**src/hdl/byte_playfair_cipher_macros.svh**
```systemverilog
// Assertion macros shared by the byte Playfair cipher RTL.
`ifndef BYTE_PLAYFAIR_CIPHER_MACROS_SVH
`define BYTE_PLAYFAIR_CIPHER_MACROS_SVH

// Condition that must hold at every clock edge outside reset.
`define BPF_ASSERT_ALWAYS(label, cond, msg) \
    label: assert property (@(posedge i_clk) disable iff (!i_rst_n) (cond)) \
        else $error(msg);

// Implication checked at the same clock edge.
`define BPF_ASSERT_IMPLIES(label, ante, cons, msg) \
    label: assert property (@(posedge i_clk) disable iff (!i_rst_n) (ante) |-> (cons)) \
        else $error(msg);

`endif

```
**src/hdl/bpf_pkg.sv**
```systemverilog
// Types and constants of the byte Playfair cipher.
`default_nettype none

package bpf_pkg;

    localparam int CELL_W    = 8;
    localparam int GRID_SIDE = 16;
    localparam int COL_W     = $clog2(GRID_SIDE);
    localparam logic [CELL_W-1:0] PAD_BYTE = 8'hFF;
    localparam logic [COL_W-1:0]  STEP_FWD = COL_W'(1);
    localparam logic [COL_W-1:0]  STEP_REV = COL_W'(GRID_SIDE - 1);

    // What one pipelined pair turns into at the output.
    typedef enum logic [1:0] {
        KIND_ENC2,   // enciphered pair, two beats
        KIND_ENC4,   // doubled last byte: same pair twice, four beats
        KIND_DEC,    // deciphered pair, pad bytes dropped
        KIND_ODD     // unpaired decrypt byte, end marker with error
    } t_pair_kind;

    typedef struct packed {
        logic              en;
        logic [CELL_W-1:0] addr;
        logic [CELL_W-1:0] data;
    } t_lut_wr;

endpackage

`default_nettype wire

```
**src/hdl/bpf_lut.sv**
```systemverilog
// 256x8 table memory, one write and two registered reads, identity after reset.
`default_nettype none

module bpf_lut
    import bpf_pkg::*;
(
    input  wire logic              i_clk,
    input  wire logic              i_rst_n,
    input  wire t_lut_wr           i_wr,
    input  wire logic              i_rd_en,
    input  wire logic [CELL_W-1:0] i_rd_addr0,
    input  wire logic [CELL_W-1:0] i_rd_addr1,
    output logic      [CELL_W-1:0] o_rd_data0,
    output logic      [CELL_W-1:0] o_rd_data1
);

    localparam int DEPTH = 1 << CELL_W;

    logic [CELL_W-1:0] r_mem [DEPTH];
    logic [DEPTH-1:0]  r_written;

    logic [CELL_W-1:0] r_rd_data0, r_rd_data1;
    logic [CELL_W-1:0] r_rd_addr0, r_rd_addr1;
    logic              r_rd_hit0,  r_rd_hit1;

    always_ff @(posedge i_clk) begin
        if (i_wr.en) begin
            r_mem[i_wr.addr] <= i_wr.data;
        end
    end

    always_ff @(posedge i_clk) begin
        if (!i_rst_n) begin
            r_written <= '0;
        end else if (i_wr.en) begin
            r_written[i_wr.addr] <= 1'b1;
        end
    end

    // reads see the contents from before a write at the same edge
    always_ff @(posedge i_clk) begin
        if (i_rd_en) begin
            r_rd_data0 <= r_mem[i_rd_addr0];
            r_rd_data1 <= r_mem[i_rd_addr1];
            r_rd_addr0 <= i_rd_addr0;
            r_rd_addr1 <= i_rd_addr1;
            r_rd_hit0  <= r_written[i_rd_addr0] && !(i_wr.en && !i_rst_n);
            r_rd_hit1  <= r_written[i_rd_addr1] && !(i_wr.en && !i_rst_n);
        end
    end

    // never-written cell reads as its own index
    assign o_rd_data0 = r_rd_hit0 ? r_rd_data0 : r_rd_addr0;
    assign o_rd_data1 = r_rd_hit1 ? r_rd_data1 : r_rd_addr1;

endmodule

`default_nettype wire

```
**config.mk**
```make
export PLATFORM = sky130hd
export DESIGN_NAME = bpf_lut
export DESIGN_NICKNAME = d
export VERILOG_FILES = /design/src/hdl/byte_playfair_cipher_macros.svh /design/src/hdl/bpf_pkg.sv /design/src/hdl/bpf_lut.sv
export SDC_FILE = /design/constraint.sdc
export NUM_CORES = 2
export LEC_CHECK = 0
export BUFFER_PORTS_ARGS = -buffer_cell sky130_fd_sc_hd__buf_4
export CORE_AREA = 2 2 571 346
export CTS_CLUSTER_SIZE = 24
export DETAILED_ROUTE_END_ITERATION = 12
export DIE_AREA = 0 0 573 348
export GPL_TIMING_DRIVEN = 0
export PLACE_DENSITY = 0.7
export REMOVE_ABC_BUFFERS = 1
export SLEW_MARGIN = 25
export SYNTH_ARGS = -nofsm -noshare
export SYNTH_HDL_FRONTEND = slang
export SYNTH_SLANG_ARGS = --single-unit
```
**constraint.sdc**
```tcl
create_clock -name i_clk -period 5.6 [get_ports i_clk]
set_input_delay 1.4 -clock i_clk [delete_from_list [all_inputs] [get_ports i_clk]]
set_output_delay 1.4 -clock i_clk [all_outputs]
set_load 0.02 [all_outputs]
```
==> results.md <==
* Initial antenna violation count at 26
* Comb pwr share at 0.088
* CP required at 6.22 ns
* Clock Tree Buf Depth at 4
* First-pass GRT wire length at 467 mm
* Crit start category: primary input
* Slew @ Worst Pin at 1.33 ns
* H-tree depth at 4
* Chip width at 573 um
* Synth area leader: edfxtp_1
* Synth top area cells: edfxtp_1, mux4_2, dfxtp_1
* Hold Crit Class: reg2reg
* Detailed Routing Iterations Pass 1 at 6
* WL per Instance at 39.7 um
* Post-Route Utilization at 0.609
* Yosys reg bits at 2338
* DR iter-0 viols at 11955
* Cells after Synth at 5677
* Syn avg cell area at 18.7 um2
* Worst-path cell chain: buf_8 -> buf_16 -> buf_16 -> buf_16 -> buf_16 -> mux4_2 -> a22o_1 -> a221oi_1 -> o22ai_1 -> nor3_2 -> o22ai_1 -> or2_1
* Hold Crit Depth at 1
* Fin crit share at 0.990
* Max Freq at 0.180 GHz
* Port Buffer Count at 51
* GP Congestion at 0.937
* Fin. Hold Viols at 0
* Die area at 199000 um2
* Final Skew at 0.0468 ns
* CTS Root Cell: clkbuf_16
* GRT overflow at 0
* Drc violations at 0
* Switch share at 0.234
* Fin area at 119000 um2
* Dpl cells at 7978
* Yosys top cell area share at 0.588
* Maxcap violations at 0
* Post-route ant nets at 0
* Largest net degree at the start of global routing at 109
* Io pins at 52
* Core area at 195000 um2
* VDD IR max at 0.000287 V
* Fill count at 13618
* Count of final setup violators at 0
* Final Non-Filler Cells at 8380
* Power Density at 308 nW/um2
* Area of the multi-input gates at 37300 um2
* RSZ-0062 raised after global routing: no
* Flop pwr share at 0.522
* Yosys warns at 0
* Max-slew violation count at 0
* Fin nets at 5613
* Status: completed
* DP Area at 111000 um2
* Slew headroom at 0.110
* Chip height at 348 um
* Fin worst setup slack at 0.0573 ns
* Layout overhead on the synthesized area at 11.5%
* Synthesized cell area at 106000 um2
* CP max stage delay at 0.57 ns
* Setup WS pre-CTS at -2.10 ns
* Synth top cells by count: edfxtp_1, mux4_2, a22oi_1
* FFs w/ async S/R, synth at 0
* WHS at 0.485 ns
* Most frequent cell after synthesis: edfxtp_1
* CP Max Fanout at 78
* Worst Reg-to-Reg Cells at 7
* Leakage at 36.1 nW
* Reg clk slew, reported paths at 0.07 ns
* Clock sinks at 2338
* Final WL at 332 mm
* Cell Int Power at 28.0 mW
* Clk_lat worst skew at 0.89 ns
* EDFF count, synth at 2082
* Layout cells sized above 1 at 0.324
* Final Critical Period at 5.54 ns
* Row Count at 126
* CTS tree: yes
* Via density per instance at 7.67
* Worst path slowest cell: a221oi_1
* Synth cell types at 50
* Via count at 64288
* Clock Power Share at 0.391
* DP HPWL at 214 mm
* Post-CTS Setup Repair Bufs at 0
* Clock buffer count from CTS at 210
* Register area at 67600 um2
* Worst Path Arrival at 6.17 ns
* Total track usage at 0.331
* Main synth FF type: edfxtp_1
* Initial Util at 0.546
* Worst setup path category: in2reg
* Sw power at 8.54 mW
* Most frequent CP cell: buf_16
* Vias in the first global route at 61786
* CP endpoint kind: flop
* Sequential share of the synthesized area at 0.636
[final timing paths]
path / startpoint / slack (ns) / end
min: r_written[21] / 0.49 / r_written[21]
max: i_rd_addr0[1] / 0.06 / r_rd_data0[2]
min reg2reg: r_written[21] / 0.49 / r_written[21]
max reg2reg: r_mem[43][7] / 2.02 / r_rd_data0[7]
[state kept, by name, summed over array words and instances (netlist names)]
name,count
r_rd_addr1,8
r_rd_hit0,1
r_written,256
r_mem,2048
r_rd_data1,8
r_rd_data0,8
r_rd_hit1,1
r_rd_addr0,8
[placed cells by master, fill, tap and decap left out, types with 17 or more instances in the layout]
| cell type | n |
|---|---|
| edfxtp_1 | 2082 |
| mux4_2 | 1141 |
| a22oi_1 | 473 |
| o21a_1 | 256 |
| dfxtp_1 | 256 |
| a21oi_1 | 231 |
| clkbuf_16 | 214 |
| nor2_2 | 145 |
| nor2_1 | 127 |
| buf_16 | 91 |
| clkbuf_1 | 77 |
| o22ai_1 | 55 |
| nor4_1 | 42 |
| buf_4 | 38 |
| nand2_1 | 34 |
| a22o_1 | 33 |
| clkbuf_8 | 33 |
| a221oi_1 | 31 |
| mux2_2 | 30 |
| clkinv_2 | 27 |
| mux2i_1 | 22 |
| clkinv_1 | 21 |
| nand3_1 | 21 |
| nor3_1 | 19 |
| buf_12 | 17 |
[cell families (layout without fill, tap and decap cells)]
kind of cell,after synthesis,in the layout,synth area share
buffers and inverters,503,575,0.0213
flip-flops,2338,2338,0.636
AO/OA/AOI/OAI,1115,1115,0.0733
AND/OR/NAND/NOR,528,528,0.0230
multiplexers,1193,1193,0.247
other,0,7,0
[final cells by class]
class	instances	share of cell area
multi-input cells	2836	0.314
flip-flops and latches	2338	0.570
repair buffers	188	0.0326
well taps	2624	0.0277
diodes	7	0.000148
clock inverters	60	0.00386
inverters	3	0.0000949
clock buffers	324	0.0514
[per-layer routing]
layer	GRT usage	vias to the layer above	routed length, um
met5	0	-	358
met4	0.0956	34	10600
met3	0.139	705	58500
met2	0.445	5510	138000
met1	0.494	33751	125000
li1	-	24288	-
[power by group through the flow]
stage	Clock, mW	Sequential [mW]	Combinational, mW
6_report	14.3	19.1	3.21
5_1_grt	15.0	19.0	3.29
4_1_cts	14.2	19.1	3.11
3_5_place_dp	0	19.4	3.04
3_3_place_gp	0	19.5	3.37
2_1_floorplan	0	19.4	1.29
[critical path, delay by kind of cell]
family / cells / cell delay, ns
and+or+nand+nor: 2 / 0.64
AOI/OAI and AO/OA: 4 / 1.41
muxes: 1 / 0.39
buffers and inverters: 5 / 1.97
[timing repair]
action | in CTS | in global routing
gates resized for setup | 15 | 8
setup endpoints to repair | 18 | 8
cloned | 10 | 0
pin swaps | 0 | 1
hold buffers | 0 | 0
[through the flow]
step	power [mW]	setup TNS [ns]
2_1_floorplan	20.7	0
3_3_place_gp	22.8	-228.36
3_5_place_dp	22.5	-31.59
4_1_cts	36.4	0
5_1_grt	37.3	0
6_report	36.5	0
(Power assumes the default switching activity.)
